### config.mk
export PLATFORM = sky130hd
export DESIGN_NAME = psc_ram
export DESIGN_NICKNAME = d
export VERILOG_FILES = /design/src/hdl/psc_ram.sv
export SDC_FILE = /design/constraint.sdc
export NUM_CORES = 2
export LEC_CHECK = 0
export BUFFER_PORTS_ARGS = -buffer_cell sky130_fd_sc_hd__buf_2
export CORE_MARGIN = 5
export CORE_UTILIZATION = 57
export CTS_CLUSTER_SIZE = 8
export DETAILED_ROUTE_END_ITERATION = 8
export GPL_TIMING_DRIVEN = 0
export HOLD_SLACK_MARGIN = 0.05
export PLACE_DENSITY_LB_ADDON = 0.05
export SYNTH_ARGS = -nofsm -noshare
export SYNTH_HDL_FRONTEND = slang
export SYNTH_SLANG_ARGS = --single-unit
### constraint.sdc
create_clock -name clk -period 2.11 [get_ports clk]
set_clock_uncertainty 0.05 [all_clocks]
set_input_delay 0.3165 -clock clk [delete_from_list [all_inputs] [get_ports clk]]
set_output_delay 0.3165 -clock clk [all_outputs]
set_load 0.02 [all_outputs]
### src/hdl/psc_ram.sv
// Generic simple dual-port RAM with one write port and one registered read port.
`default_nettype none
module psc_ram #(
	parameter int WIDTH = 8,
	parameter int DEPTH = 256
) (
	input  wire logic                     clk,
	input  wire logic                     we,
	input  wire logic [$clog2(DEPTH)-1:0] waddr,
	input  wire logic [WIDTH-1:0]         wdata,
	input  wire logic [$clog2(DEPTH)-1:0] raddr,
	output logic      [WIDTH-1:0]         rdata
);

	logic [WIDTH-1:0] mem_q [DEPTH];

	always_ff @(posedge clk) begin
		if (we)
			mem_q[waddr] <= wdata;
		rdata <= mem_q[raddr];
	end

endmodule
`default_nettype wire

# == Word-level counts from Yosys, hierarchy flattened ==
# Memories as Yosys holds them, arrays and structs flattened. A register that Yosys moved wholly into a read port is not among the register bits.
# Index checks and enable logic that the tools add are counted.
# word_totals
regBits,0
ram_bits,2048
input_bits,26
output_inout_bits,8
wordCells,3
memories,1
# mem_list
name,words,width,read_ports,rd_clocked_by_memory_dff,write_ports,line,text
mem_q,256,8,1,1,1,15,logic [WIDTH-1:0] mem_q [DEPTH];
# classes
mux,2
# ops
operator,n
$mux W1,2

# == Depth between registers and ports, before layout ==
# logic_depth
depth_word,2
ltp_mapped,11
depth_no_buf,6

# == Worst setup path after synthesis ==
# Ideal clock, no wire load.
# synth_timing
path_type,input-to-reg
from,input port raddr[0]
to,"register rdata[2], read port of mem_q"
setup_ns,0.131
arrival_time_ns,2.123
path_slack_ns,-0.194
path_stages,9
path_cell_list,buf_6 -> buf_12 -> buf_8 -> buf_2 -> mux4_2 -> a22oi_1 -> a21oi_1 -> nor4_1 -> nor4_2
# synth_lines
element,line,text
from (decl),11,"input wire logic [$clog2(DEPTH)-1:0] raddr,"
to (decl),12,output logic [WIDTH-1:0] rdata

==> impl_metrics.yaml <==
run_status:
  run_status: "complete, but fails checks"
  failed_checks: "negative setup slack"
setup_path:
  cp_data_required_time_ps: 2790
  highest_net_fanout_along_the_worst_path: 10
  cp.arrival_ps: 3310
  crit_path_start_kind: "input port"
  critPathKind: "input port to flip-flop"
  crit_path_end_kind: "flip-flop"
hold_path:
  hold_path_class: "input port to flip-flop"
finish:
  multiInputGateArea_um2: 18290
  area_growth_syn_to_layout_pct: 17.12
  register_area_um2: 61660
  layout-drive-gt1-share: 0.3188
  fillers: 8960
  final_net_count: 4145
clock_network:
  cts_tree: "done"
  cts-root-buf: "sky130_fd_sc_hd__clkbuf_16"
  cts_max_level: 5
  clk_latency_ps: 910
  worst_setup_hold_path_clk_slew_ps: 50
  cts.sink_count: 2056
  clock_tree.buffer_depth: 4
  numCtsBuffers: 307
synthesis:
  synth-seq-cells: 2056
  yosysSeqAreaShare: 0.7750
  synth_area_leaders: "sky130_fd_sc_hd__edfxtp_1 (77%), sky130_fd_sc_hd__mux4_2 (13%), sky130_fd_sc_hd__mux2i_1 (1.7%)"
  synth_async_sr_flop_share: 0
  syn-instance-count: 3733
  ys_top_cells_by_count: "sky130_fd_sc_hd__edfxtp_1 (2,048), sky130_fd_sc_hd__mux4_2 (454), sky130_fd_sc_hd__nor2_1 (282)"
  count_of_flip_flops_with_a_built_in_enable_after_synthesis: 2048
  synth_top_area_frac: 0.7730
  yosys.cell_count.top_type: "sky130_fd_sc_hd__edfxtp_1"
  synth_area_leader_cell: "sky130_fd_sc_hd__edfxtp_1"
  synth_ff_type: "sky130_fd_sc_hd__edfxtp_1"
  netlist-cell-type-count: 55
  yosys_warnings: 0
  post_synth.cell_area_avg_um2: 21.31
  synth.cell_area_um2: 79560
  synth_nets: 3759
grt:
  antenna_found_initial: 10
  gr-total-overflow: 0
  maximum_number_of_pins_on_one_net_before_global_route_repair: 161
  grt_use_total: 0.3363
  via_count_of_the_first_global_routing_pass: 42957
  grt_pass1_wl_um: 336400
sta:
  period_needed_ps: 2633
  fmax_ghz: 0.3798
  worst_pin_slew_ps: 1366
  final_critical_path_setup_slack_ps: -522.7
  finalSetupTns_ps: -5847
  worst_slew_margin_rel: 0.08950
  drv_slew: 0
  final.period_utilization: 1.248
  final_setup_viols: 105
  rsz0062_at_grt: "yes"
  finalHoldViolCount: 0
routing:
  m1WireLength_um: 88170
  drtIter0Drc: 6122
  antenna_violating_nets_post_route: 0
  route.vias.total: 42301
  remaining_drc_errors: 0
  first_pass_iters: 6
  detailroute.wirelength.met3_um: 29480
  met2_wirelength_um: 113400
  routed.top_layer: "met5"
  routed_via_density: 7.016
  wl_per_cell_um: 40.54
  routed_wirelength_um: 244400
die:
  design.core.area_um2: 139200
  core.rowCount: 137
  ioPinCount: 34
  die_w_um: 383.6
  starting_density: 0.5716
  chipHeight_um: 383.6
  die-area_um2: 147100
place:
  dp.final_hpwl_um: 161600
  buffers_on_ports: 26
  preCtsSetupSlack_ps: -3043
  gp_congestion: 0.9371
pwr:
  powerDensity_nw_per_um2: 992.3
  power.static_leakage_nw: 28.97
  ir_worst_vdd_mv: 0.7010
run:
  drv.max_cap_violation_count: 0
-- through the flow --
stage / power, mW / std cells / area, um2 / hold WS [ps] / util
after floorplan: 48.21 / 3733 / 79870 / 365.4 / -
after global placement: 50.69 / 5635 / 82350 / 688.5 / 0.5916
after detailed placement: 50.74 / 5648 / 82770 / 689.6 / 0.5947
after CTS: 92.46 / 6020 / 92870 / 125.8 / 0.6672
after global routing: 94.57 / 6021 / 93160 / 175.6 / 0.6693
final: 92.46 / 6029 / 93180 / 205.9 / 0.6694
-- area by class of cell --
type | instances | share of cell area
multi-input combinational | 1442 | 0.1963
buffer | 231 | 0.02240
sequential | 2056 | 0.6617
inverter | 2 | 0.00008057
antenna | 9 | 0.0002417
timing repair buffer | 79 | 0.008916
clock inverter | 9 | 0.0008728
tap | 1876 | 0.02519
clock buffer | 325 | 0.08431
-- per-layer routing --
layer  vias to the layer above  global-route usage
met5                         -            0.001323
met4                         4              0.1600
met3                       574              0.1043
met2                      2979              0.5098
met1                     22342              0.4527
li1                      16402                   -
-- worst paths after layout --
| kind | endpoint | slack (ps) | cells after the start | startpoint |
|---|---|---|---|---|
| worst min register to register | rdata[5]$_DFF_P_ | 1330 | 5 | mem_q[202][5]$_DFFE_PP_ |
| worst max-delay path | rdata[0]$_DFF_P_ | -520 | 9 | raddr[2] |
| worst max register to register | rdata[0]$_DFF_P_ | -440 | 5 | mem_q[82][0]$_DFFE_PP_ |
| worst min-delay path | mem_q[53][6]$_DFFE_PP_ | 210 | 3 | waddr[4] |
-- flip-flops by register name, indices dropped and copies added (netlist names) --
| register | flops |
|---|---|
| mem_q | 2048 |
| rdata | 8 |
-- critical path: stages --
cell,delay (ps)
sky130_fd_sc_hd__buf_2,170
sky130_fd_sc_hd__buf_4,380
sky130_fd_sc_hd__nand2_1,250
sky130_fd_sc_hd__clkbuf_1,360
sky130_fd_sc_hd__o221ai_1,470
sky130_fd_sc_hd__a21oi_1,190
sky130_fd_sc_hd__nor3_4,480
sky130_fd_sc_hd__nor4_2,130
sky130_fd_sc_hd__nor4_4,530
-- cells by family (layout without fill, tap and decap cells) --
logic type,count (synthesis),count (layout),synth area share
muxes,591,591,0.1462
and+or+nand+nor,466,466,0.02628
AOI/OAI and AO/OA,385,385,0.03419
other,0,9,0
buffers and inverters,235,646,0.01831
DFF,2056,2056,0.7750
-- cell usage in the layout (no fill, tap or decap), types with 26 or more instances in the layout --
cell,synthesis,layout
sky130_fd_sc_hd__a21oi_1,96,77
sky130_fd_sc_hd__a22oi_1,133,130
sky130_fd_sc_hd__buf_12,8,27
sky130_fd_sc_hd__buf_2,31,39
sky130_fd_sc_hd__buf_4,27,66
sky130_fd_sc_hd__clkbuf_1,111,44
sky130_fd_sc_hd__clkbuf_16,0,312
sky130_fd_sc_hd__clkbuf_2,0,35
sky130_fd_sc_hd__clkbuf_4,0,30
sky130_fd_sc_hd__edfxtp_1,2048,2048
sky130_fd_sc_hd__mux2i_1,134,134
sky130_fd_sc_hd__mux4_2,454,454
sky130_fd_sc_hd__nand2_1,33,33
sky130_fd_sc_hd__nand3_1,34,27
sky130_fd_sc_hd__nor2_1,282,116
sky130_fd_sc_hd__nor2_2,0,70
sky130_fd_sc_hd__nor2_4,0,96
sky130_fd_sc_hd__nor2b_1,31,26
sky130_fd_sc_hd__o221ai_1,46,38
sky130_fd_sc_hd__o22ai_1,28,28
-- what timing repair did --
| item | CTS | global route |
|---|---|---|
| gates resized for setup | 489 | 90 |
| buffers inserted | 31 | 1 |
| setup endpoints to repair | 1529 | 954 |
| hold endpoints to repair | 800 | 0 |
| hold buffers | 8 | 0 |
| pin swaps | 29 | 24 |
-- where the power goes --
| part | switching (mW) | total, mW | internal [mW] |
|---|---|---|---|
| registers | 0.0302 | 45.2 | 45.1 |
| clock network | 16.1 | 42.0 | 25.9 |
| logic | 3.64 | 5.33 | 1.69 |
| total | 19.8 | 92.5 | 72.7 |
Note: power is estimated with default switching activity, not from simulation.
