===== src/hdl/psc_pkg.sv =====
// Shared constants, types and helper functions of the pair syndrome cover counter.
`default_nettype none
package psc_pkg;

	localparam int MAX_COLUMNS    = 256;
	localparam int MAX_REDUNDANCY = 12;
	localparam int MIN_REDUNDANCY = 3;

	localparam int SYN_W       = MAX_REDUNDANCY;
	localparam int TABLE_DEPTH = 1 << SYN_W;
	localparam int SLOT_W      = $clog2(MAX_COLUMNS);
	localparam int LOAD_W      = $clog2(MAX_COLUMNS + 1);
	localparam int CNT_W       = 8;
	localparam int WORD_W      = CNT_W + 1;

	localparam int OP_W       = 2;
	localparam int COL_W      = 12;
	localparam int UNC_W      = 12;
	localparam int RED_W      = 4;
	localparam int TOTAL_W    = 9;
	localparam int CFG_IDX_W  = 1;
	localparam int CFG_DATA_W = 9;

	localparam logic [OP_W-1:0] OP_CLEAR  = 2'd0;
	localparam logic [OP_W-1:0] OP_APPEND = 2'd1;
	localparam logic [OP_W-1:0] OP_SWAP   = 2'd2;

	localparam logic [CFG_IDX_W-1:0] REG_REDUNDANCY   = 1'd0;
	localparam logic [CFG_IDX_W-1:0] REG_COLUMN_TOTAL = 1'd1;

	localparam logic STATUS_OK     = 1'b0;
	localparam logic STATUS_REJECT = 1'b1;

	// One count update for the shared read-modify-write unit.
	typedef struct packed {
		logic valid;
		logic up;
		logic self_hit;
	} psc_bump_t;

	// Reload of the uncovered total during a clearing pass.
	typedef struct packed {
		logic             load;
		logic [SYN_W-1:0] value;
	} psc_init_t;

	function automatic logic [RED_W-1:0] clamp_red(input logic [RED_W-1:0] r);
		logic [RED_W-1:0] res;
		res = r;
		if (r < RED_W'(MIN_REDUNDANCY))
			res = RED_W'(MIN_REDUNDANCY);
		else if (r > RED_W'(MAX_REDUNDANCY))
			res = RED_W'(MAX_REDUNDANCY);
		return res;
	endfunction

	// Space size minus one for a clamped redundancy.
	function automatic logic [SYN_W-1:0] space_last(input logic [RED_W-1:0] r);
		logic [SYN_W-1:0] ones;
		ones = '1;
		return ones >> (RED_W'(MAX_REDUNDANCY) - r);
	endfunction

endpackage
`default_nettype wire


===== src/hdl/psc_update.sv =====
// Shared count update unit: increments or decrements one cover count and tracks the uncovered total.
`default_nettype none
module psc_update (
	input  wire logic                        clk,
	input  wire logic                        arst_n,
	input  wire psc_pkg::psc_init_t          init,
	input  wire psc_pkg::psc_bump_t          bump,
	input  wire logic [psc_pkg::WORD_W-1:0]  rdata,
	output logic                             we,
	output logic      [psc_pkg::WORD_W-1:0]  wdata,
	output logic      [psc_pkg::SYN_W-1:0]   uncovered
);
	import psc_pkg::*;

	logic [CNT_W-1:0] count;
	logic             mark;
	logic [CNT_W-1:0] count_new;
	logic             mark_new;
	logic [SYN_W-1:0] uncovered_q;

	assign count = rdata[CNT_W-1:0];
	assign mark  = rdata[CNT_W];

	always_comb begin
		count_new = bump.up ? count + CNT_W'(1) : count - CNT_W'(1);
		// the column's own entry carries its in-use mark
		mark_new  = bump.self_hit ? bump.up : mark;
	end

	assign we        = bump.valid;
	assign wdata     = {mark_new, count_new};
	assign uncovered = uncovered_q;

	always_ff @(posedge clk or negedge arst_n) begin
		if (!arst_n) begin
			uncovered_q <= '0;
		end else if (init.load) begin
			uncovered_q <= init.value;
		end else if (bump.valid) begin
			if (bump.up && count == '0)
				uncovered_q <= uncovered_q - SYN_W'(1);
			else if (!bump.up && count == CNT_W'(1))
				uncovered_q <= uncovered_q + SYN_W'(1);
		end
	end

endmodule
`default_nettype wire


===== config.mk =====
export PLATFORM = sky130hd
export DESIGN_NAME = psc_update
export DESIGN_NICKNAME = d
export VERILOG_FILES = /design/src/hdl/psc_pkg.sv /design/src/hdl/psc_update.sv
export SDC_FILE = /design/constraint.sdc
export NUM_CORES = 1
export LEC_CHECK = 0
export BUFFER_PORTS_ARGS = -buffer_cell sky130_fd_sc_hd__buf_2
export CAP_MARGIN = 20
export CORE_ASPECT_RATIO = 0.7
export CORE_MARGIN = 2
export CORE_UTILIZATION = 33
export DETAILED_ROUTE_END_ITERATION = 10
export PLACE_DENSITY_LB_ADDON = 0.12
export SYNTH_ARGS = -nofsm -noshare
export SYNTH_HDL_FRONTEND = slang
export SYNTH_SLANG_ARGS = --single-unit

===== constraint.sdc =====
create_clock -name clk -period 1.72 [get_ports clk]
set_input_delay 0.172 -clock clk [delete_from_list [all_inputs] [get_ports clk]]
set_output_delay 0.172 -clock clk [all_outputs]
set_load 0.01 [all_outputs]

Word-level counts from Yosys, hierarchy flattened:

Cells that the tools add are included.

* add/sub/neg operators: 4
* eq/ne operators: 1
* muxes and demuxes: 6
* reduce and logical (&&, ||, !) cells: 7

Operator list (number)
* $mux W12: 4
* $add A12 B1 Y12 const B: 1
* $sub A12 B1 Y12 const B: 1
* $add A8 B1 Y8 const B: 1
* $eq A8 B1 Y1 const B: 1
* $logic_not A8 Y1: 1
* $mux W8: 1
* $sub A8 B1 Y8 const B: 1
* $reduce_bool A3 Y1: 1
* $logic_and A1 B1 Y1: 2
* $reduce_and A2 Y1: 1
* $reduce_bool A2 Y1: 1
* $logic_not A1 Y1: 1
* $mux W1: 1

* bits in registers: 12
* input bits: 27
* output and inout bits: 22
* word-level logic and storage cells: 19

Longest topological paths before layout:

Gate-level depths: netlist of the first run.

* word-level depth: 6
* mapped depth: 11
* depth with buffers taken out: 11

Worst setup path before layout of the first run:

Ideal clock, no wire load.

* path kind: in2reg
* start: in rdata[4] (netlist name)
* end: reg uncovered_q[11] (netlist: uncovered[11])
* library setup time: 126 ps
* arrival: 2585 ps
* required time: 1594 ps
* setup slack: -991 ps
* stages on the path: 11
* buffers on the path: 0
* cells stage by stage: or4_1 -> nor3_2 -> nand3_1 -> inv_1 -> ha_1 -> a21o_1 -> and4_1 -> o211ai_1 -> o211ai_1 -> xnor2_1 -> a221o_1

* word-level cells in the longest chain between the ends: 5
* elaborated cells on any way between the ends: 9
* those cells by class: eq/ne (1); mux (3); reduce/logical (5)

RTL lines
* start: declaration: line psc_update.sv:8 `input wire logic [psc_pkg::WORD_W-1:0] rdata,`
* $logic_not A8 Y1: line psc_update.sv:40 `if (bump.up && count == '0)`
* $logic_and A1 B1 Y1: line psc_update.sv:40
* $mux W12: line psc_update.sv:40
* $mux W12: line psc_update.sv:39 `end else if (bump.valid) begin`
* $mux W12: line psc_update.sv:37 `end else if (init.load) begin`
* end signal: assignment: line psc_update.sv:38 `uncovered_q <= init.value;`
* end signal: assignment: line psc_update.sv:41 `uncovered_q <= uncovered_q - SYN_W'(1);`
* end signal: assignment: line psc_update.sv:43 `uncovered_q <= uncovered_q + SYN_W'(1);`
* end: declaration: line psc_update.sv:19 `logic [SYN_W-1:0] uncovered_q;`

Parallel ways exist; a longest one is shown, timed or not. The select of a mux whose other input is x is not followed.
A chain may end at the register's enable or synchronous reset.

Final worst setup path of the first run:

* start: in rdata[6] (netlist name)
* end: reg uncovered_q[11] (netlist: uncovered[11])

Same word-level chain as after synthesis.

==> results of run 1 <==
==> report_power, final <==
part	total, uW	internal (uW)	switching [uW]
Sequential	336	309	27.2
Combinational	434	237	197
Clock	319	203	116
Total	1090	748	340
==> worst paths after layout <==
| kind | from | to | slack (ns) | cells past startpoint |
|---|---|---|---|---|
| min in group asynchronous | arst_n | uncovered[9]$_DFFE_PN0P_ | 0.34 | 2 |
| min | init[0] | uncovered[0]$_DFFE_PN0P_ | 0.13 | 3 |
| max | rdata[6] | uncovered[11]$_DFFE_PN0P_ | -0.83 | 12 |
| min reg2reg | uncovered[9]$_DFFE_PN0P_ | uncovered[9]$_DFFE_PN0P_ | 0.59 | 2 |
| max in group asynchronous | arst_n | uncovered[7]$_DFFE_PN0P_ | 1.15 | 2 |
| max reg2reg | uncovered[1]$_DFFE_PN0P_ | uncovered[9]$_DFFE_PN0P_ | -0.30 | 8 |
==> worst max-delay path, cell delays in order <==
cell and delay [ns]:
buf_6 0.09, or4_4 0.55, nor3_4 0.25, nand3_4 0.16
inv_8 0.12, ha_4 0.20, a21o_1 0.17, and4_4 0.16
o211ai_1 0.24, o211ai_1 0.13, xnor2_1 0.14, a221o_1 0.30
==> layer usage <==
layer,wire (um),GRT usage,up-vias
li1,-,-,771
met1,1840,0.263,716
met2,1980,0.310,37
met3,168,0.0354,6
met4,42,0.0369,0
met5,0,0,-
==> repair_timing <==
| action | CTS | global route |
|---|---|---|
| hold buffers | 1 | 0 |
| setup endpoints to repair | 15 | 15 |
| setup buffers | 4 | 2 |
| gates resized for setup | 28 | 32 |
| hold endpoints to repair | 12 | 0 |
| pin swaps | 19 | 15 |
| gates cloned | 1 | 0 |
==> metrics by stage <==
stage	cells	setup slack, ns	setup TNS [ns]	instance area, um^2
after global routing	308	-0.920	-8.67	2330
after detailed placement	297	-1.17	-11.18	1960
final	308	-0.832	-7.36	2330
after floorplan	162	-0.848	-6.90	1360
after CTS	307	-0.802	-7.33	2180
after global placement	297	-1.08	-10.40	1960
==> cell usage after synthesis, types with 2 or more instances <==
master / count
buf_2: 2
nand2b_1: 2
nor2_1: 6
inv_1: 7
or3_1: 2
ha_1: 14
nand3b_1: 2
nand4_1: 4
mux2_2: 4
nor3_1: 3
a21boi_0: 2
and3_1: 2
a21oi_1: 11
buf_4: 2
nor3b_1: 2
xnor2_1: 7
nand2_1: 22
o211ai_1: 3
a21o_1: 3
xor2_1: 8
o21ai_0: 13
nand3_1: 5
clkbuf_1: 4
mux2i_1: 3
or4_1: 4
dfrtp_1: 12
==> cell type report <==
cell class                 count  area (um^2)
fill                         347         1540
multi-input combinational    135         1200
timing repair buffer          97          674
sequential                    12          300
tap                           52         65.1
clock buffer                   4         55.1
inverter                       7         36.3
timing repair inverter         1         7.51
==> logic make-up after synthesis <==
kind of cell	count (synthesis)	share of synthesized area
AO/OA/AOI/OAI	36	0.162
AND/OR/NAND/NOR	62	0.254
buffers and inverters	15	0.0504
XOR/XNOR	15	0.0999
multiplexers	7	0.0571
adder cells (fa/ha/maj)	15	0.148
flip-flops	12	0.228
==> flow_summary.yaml, run 1 <==
global_route:
  grt_pass1_wl_mm: 6.75
  grt_overflow: 0
  grt_max_degree: 30
  antenna_found_initial: 0
  grt_pass1_vias: 1463
  grt.total_usage: 0.190
drt:
  ant_nets: 0
  drc: 0
  drt_iter0_markers: 119
  first_pass_iters: 4
  vias_per_cell: 4.97
  route.detailed.wl_per_inst_um: 13.1
  finalWirelength_mm: 4.02
  num_vias: 1530
setup_path:
  worstPathArrival_ns: 2.68
  critPathRequiredTime_ns: 1.85
  critical_path_class: "in2reg"
  crit_path_end_kind: "flip-flop"
  start_kind: "input pin"
  crit_fanout: 5
status:
  status: "complete, but fails checks"
  violations: "negative setup slack"
synthesis:
  yosysTopAreaCellShare: 0.228
  syn_nets: 204
  ys_warn_count: 0
  async_flop_share: 1.00
  syn_inst: 162
  yosysTopAreaCell: "dfrtp_1"
  netlist_area_um2: 1320
  synth_edf_count: 0
  seq_area_frac_synth: 0.228
  ys_top_cells_by_area: "dfrtp_1, ha_1, nand2_1"
  ys_seq_elements: 12
  synth_top_flop_cell: "dfrtp_1"
  synth.avg_cell_area_um2: 8.12
  yosysUniqueCellTypes: 39
layout:
  fin_nets: 299
  largest_register_ffs: 12
  utilization: 0.603
  n_antenna_cell: 0
  final_common_cell: "buf_2"
  final_cell_mix: "buf_2, buf_4, nand2_1"
  drive_above_1_share: 0.555
  area_delta_synth_final_pct: 77.5
sta:
  hold_viol: 0
  slew-limit-headroom: 0.671
  finalSetupViolCount: 13
  max_freq_ghz: 0.392
  maxSlewViolCount: 0
  skew_ns: 0.00191
  whs_ns: 0.126
  post-route-period-util: 1.48
  fin_crit_ns: 2.55
  rsz0062_at_grt: "true"
  tightest_slew_ns: 0.494
  setup_ws_ns: -0.832
floorplan:
  num_io_pins: 49
  core_um2: 3870
  initial_core_util: 0.339
  die_area_um2: 4510
  fp.dieW_um: 79.5
  dieHeight_um: 56.8
  num_rows: 19
pwr:
  power-per-cell-area_nw_per_um2: 466
  p_total_uw: 1090
  power.leakage_uw: 0.00114
  ir_worst_vdd_mv: 0.336
worst_hold_path:
  hold_path.class: "in2reg"
clock_network:
  clk_pin_slew_ns: 0.06
  cts.path.max_buffers: 2
  root_buffer: "clkbuf_8"
  insertion_delay_ns: 0.25
  cts_tree: "done"
  cts_buffers: 3
  cts.sinks: 12
  htreeDepth: 1
place:
  hpwl_mm: 3.04
  io_buffers: 48
  gp_congestion: 0.900
flow_run:
  cap_viol_max_count: 0
Power figures use the tool's default switching activity.
==> run 2: changes to the inputs <==
--- a/config.mk
+++ b/config.mk
@@ -11,6 +11,7 @@
 export CORE_MARGIN = 2
 export CORE_UTILIZATION = 33
 export DETAILED_ROUTE_END_ITERATION = 10
+export MAX_ROUTING_LAYER = met4
 export PLACE_DENSITY_LB_ADDON = 0.12
 export SYNTH_ARGS = -nofsm -noshare
 export SYNTH_HDL_FRONTEND = slang
==> run 2 against run 1 <==
Effect of this change:
- the flow still finishes with violations (negative setup slack)
- design area increased by 0.16%
- via count increased by 0.33%
- clock power increased by 3%
- final cell count increased by 0.32%
- worst setup slack got worse by 0.011 ns
- sequential cell count unchanged
- core utilization increased by 0.097 points
- worst hold slack got worse by 0.010 ns
- critical path type unchanged
- highest routed layer unchanged
==> flow_summary.yaml, run 2 (synthesis gave the netlist of run 1 again) <==
sta:
  rsz0062_at_grt: "true"
  finalSetupViolCount: 13
  hold_viol: 0
  slew-limit-headroom: 0.685
  setup_ws_ns: -0.843
  skew_ns: 0.00325
  post-route-period-util: 1.49
  fin_crit_ns: 2.56
  tightest_slew_ns: 0.472
  maxSlewViolCount: 0
  max_freq_ghz: 0.390
global_route:
  busiest_layer: "met2"
  grt_max_degree: 30
  grt_util_met2: 0.311
  grt_pass1_wl_mm: 6.73
  grt.total_usage: 0.195
  grt_pass1_vias: 1470
  use_met3: 0.0354
  gr-usage-met1: 0.261
  grt_overflow: 0
  antenna_found_initial: 0
setup_path:
  crit_path_frequent_cell: "o211ai_1"
  start_kind: "input pin"
  cpPeakStageDelay_ns: 0.55
  worstPathCellList: "buf_6 > or4_4 > nor3_4 > nand3_4 > inv_8 > buf_12 > ha_4 > a21oi_2 > nand2_1 > o211ai_1 > o211ai_1 > xnor2_1 > a221o_1"
  r2r_start: "uncovered[1]$_DFFE_PN0P_"
  crit_fanout: 5
  ff2ff_path_depth: 8
  critPathRequiredTime_ns: 1.86
  rr_endpoint: "uncovered[9]$_DFFE_PN0P_"
  critical_path_class: "in2reg"
  worstPathArrival_ns: 2.70
  crit_path_end_kind: "flip-flop"
  r2r_setup_slack_ns: -0.30
  slowest_stage: "or4_4"
worst_hold_path:
  min_from: "init[0]"
  min_to: "uncovered[0]$_DFFE_PN0P_"
  hold_depth: 3
  hold_path.class: "in2reg"
layout:
  final_common_cell: "buf_2"
  n_antenna_cell: 0
  fillCellCount: 344
  final_cell_mix: "buf_2, buf_4, nand2_1"
  layout.cells.non_filler: 309
  final-seq-area_um2: 300
  multi_input_area_um2: 1180
  area_delta_synth_final_pct: 77.8
  fin_nets: 300
  largest_register_ffs: 12
  design_area_um2: 2340
  drive_above_1_share: 0.549
clock_network:
  cts.sinks: 12
  root_buffer: "clkbuf_8"
  htreeDepth: 1
  insertion_delay_ns: 0.26
  cts_buffers: 3
  cts.path.max_buffers: 2
  clk_pin_slew_ns: 0.06
  cts_tree: "done"
floorplan:
  num_rows: 19
  core_um2: 3870
  die_area_um2: 4510
  fp.dieW_um: 79.5
  dieHeight_um: 56.8
  num_io_pins: 49
  initial_core_util: 0.339
status:
  status: "complete, but fails checks"
  violations: "negative setup slack"
pwr:
  sw_frac_of_total: 0.316
  power_frac_seq: 0.306
  power_frac_comb: 0.393
  p_total_uw: 1090
  power.leakage_uw: 0.00115
  power-per-cell-area_nw_per_um2: 467
  power.clock.fraction: 0.300
  ir_worst_vdd_mv: 0.332
  internal_power_uw: 747
  p_sw_uw: 346
drt:
  drc: 0
  vias_per_cell: 4.97
  ant_nets: 0
  drt_iter0_markers: 103
  finalWirelength_mm: 4.06
  route.detailed.wl_per_inst_um: 13.1
  first_pass_iters: 5
  num_vias: 1535
place:
  placed_cells: 297
  hpwl_mm: 3.04
  io_buffers: 48
  place_area_um2: 1960
  gp_congestion: 0.915
flow_run:
  cap_viol_max_count: 0
[run 2: timing repair]
item                       CTS  global route
hold buffers                 1             0
gates cloned                 1             0
setup endpoints to repair   15            15
hold endpoints to repair    12             0
setup buffers                4             3
pin swaps                   19            17
resized for setup           28            30
[run 2: worst max path at each step]
stage | startpoint | end | slack (ns) | cells after the start
4_1_cts | rdata[6] | uncovered[11]$_DFFE_PN0P_ | -0.80 | 12
6_report | rdata[6] | uncovered[11]$_DFFE_PN0P_ | -0.84 | 13
3_5_place_dp | rdata[6] | uncovered[11]$_DFFE_PN0P_ | -1.17 | 12
3_3_place_gp | rdata[6] | uncovered[11]$_DFFE_PN0P_ | -1.08 | 12
2_1_floorplan | rdata[6] | uncovered[11]$_DFFE_PN0P_ | -0.85 | 11
5_1_grt | rdata[6] | uncovered[11]$_DFFE_PN0P_ | -0.93 | 13
[run 2: cell type report]
cell class | instances | share of cell area
Multi-Input combinational cell | 135 | 0.505
Timing Repair Buffer | 98 | 0.297
Sequential cell | 12 | 0.128
Tap cell | 52 | 0.0278
Clock buffer | 4 | 0.0235
Inverter | 7 | 0.0155
Timing Repair inverter | 1 | 0.00321
[run 2: worst max-delay path: cells and delay by family]
kind / cells / cell delay, ns
AND/OR/NAND/NOR: 4 / 1.06
AO/OA/AOI/OAI: 4 / 0.80
buffers and inverters: 3 / 0.32
adder cells (fa/ha/maj): 1 / 0.21
XOR/XNOR: 1 / 0.14
[run 2: through the flow]
stage | util | setup slack, ns | hold WS, ns | setup TNS [ns]
6_report | 0.603 | -0.843 | 0.116 | -7.52
5_1_grt | 0.603 | -0.928 | 0.145 | -8.81
4_1_cts | 0.563 | -0.802 | 0.125 | -7.33
3_5_place_dp | 0.505 | -1.17 | 0.0809 | -11.18
3_3_place_gp | 0.505 | -1.08 | 0.0844 | -10.40
2_1_floorplan | - | -0.848 | -0.124 | -6.90
[run 2: power by group through the flow]
| stage | registers [uW] | logic, uW | clock network (uW) |
|---|---|---|---|
| finish | 335 | 430 | 328 |
| CTS | 333 | 405 | 328 |
| global placement | 334 | 366 | 0 |
| global route | 339 | 474 | 354 |
| floorplan | 347 | 162 | 0 |
| detailed placement | 335 | 375 | 0 |
[run 2: metal layers]
metal  wire [um]  part of all wire
met4          46             0.011
met2        1990              0.49
met5           0                 0
met1        1890              0.46
met3         131             0.032
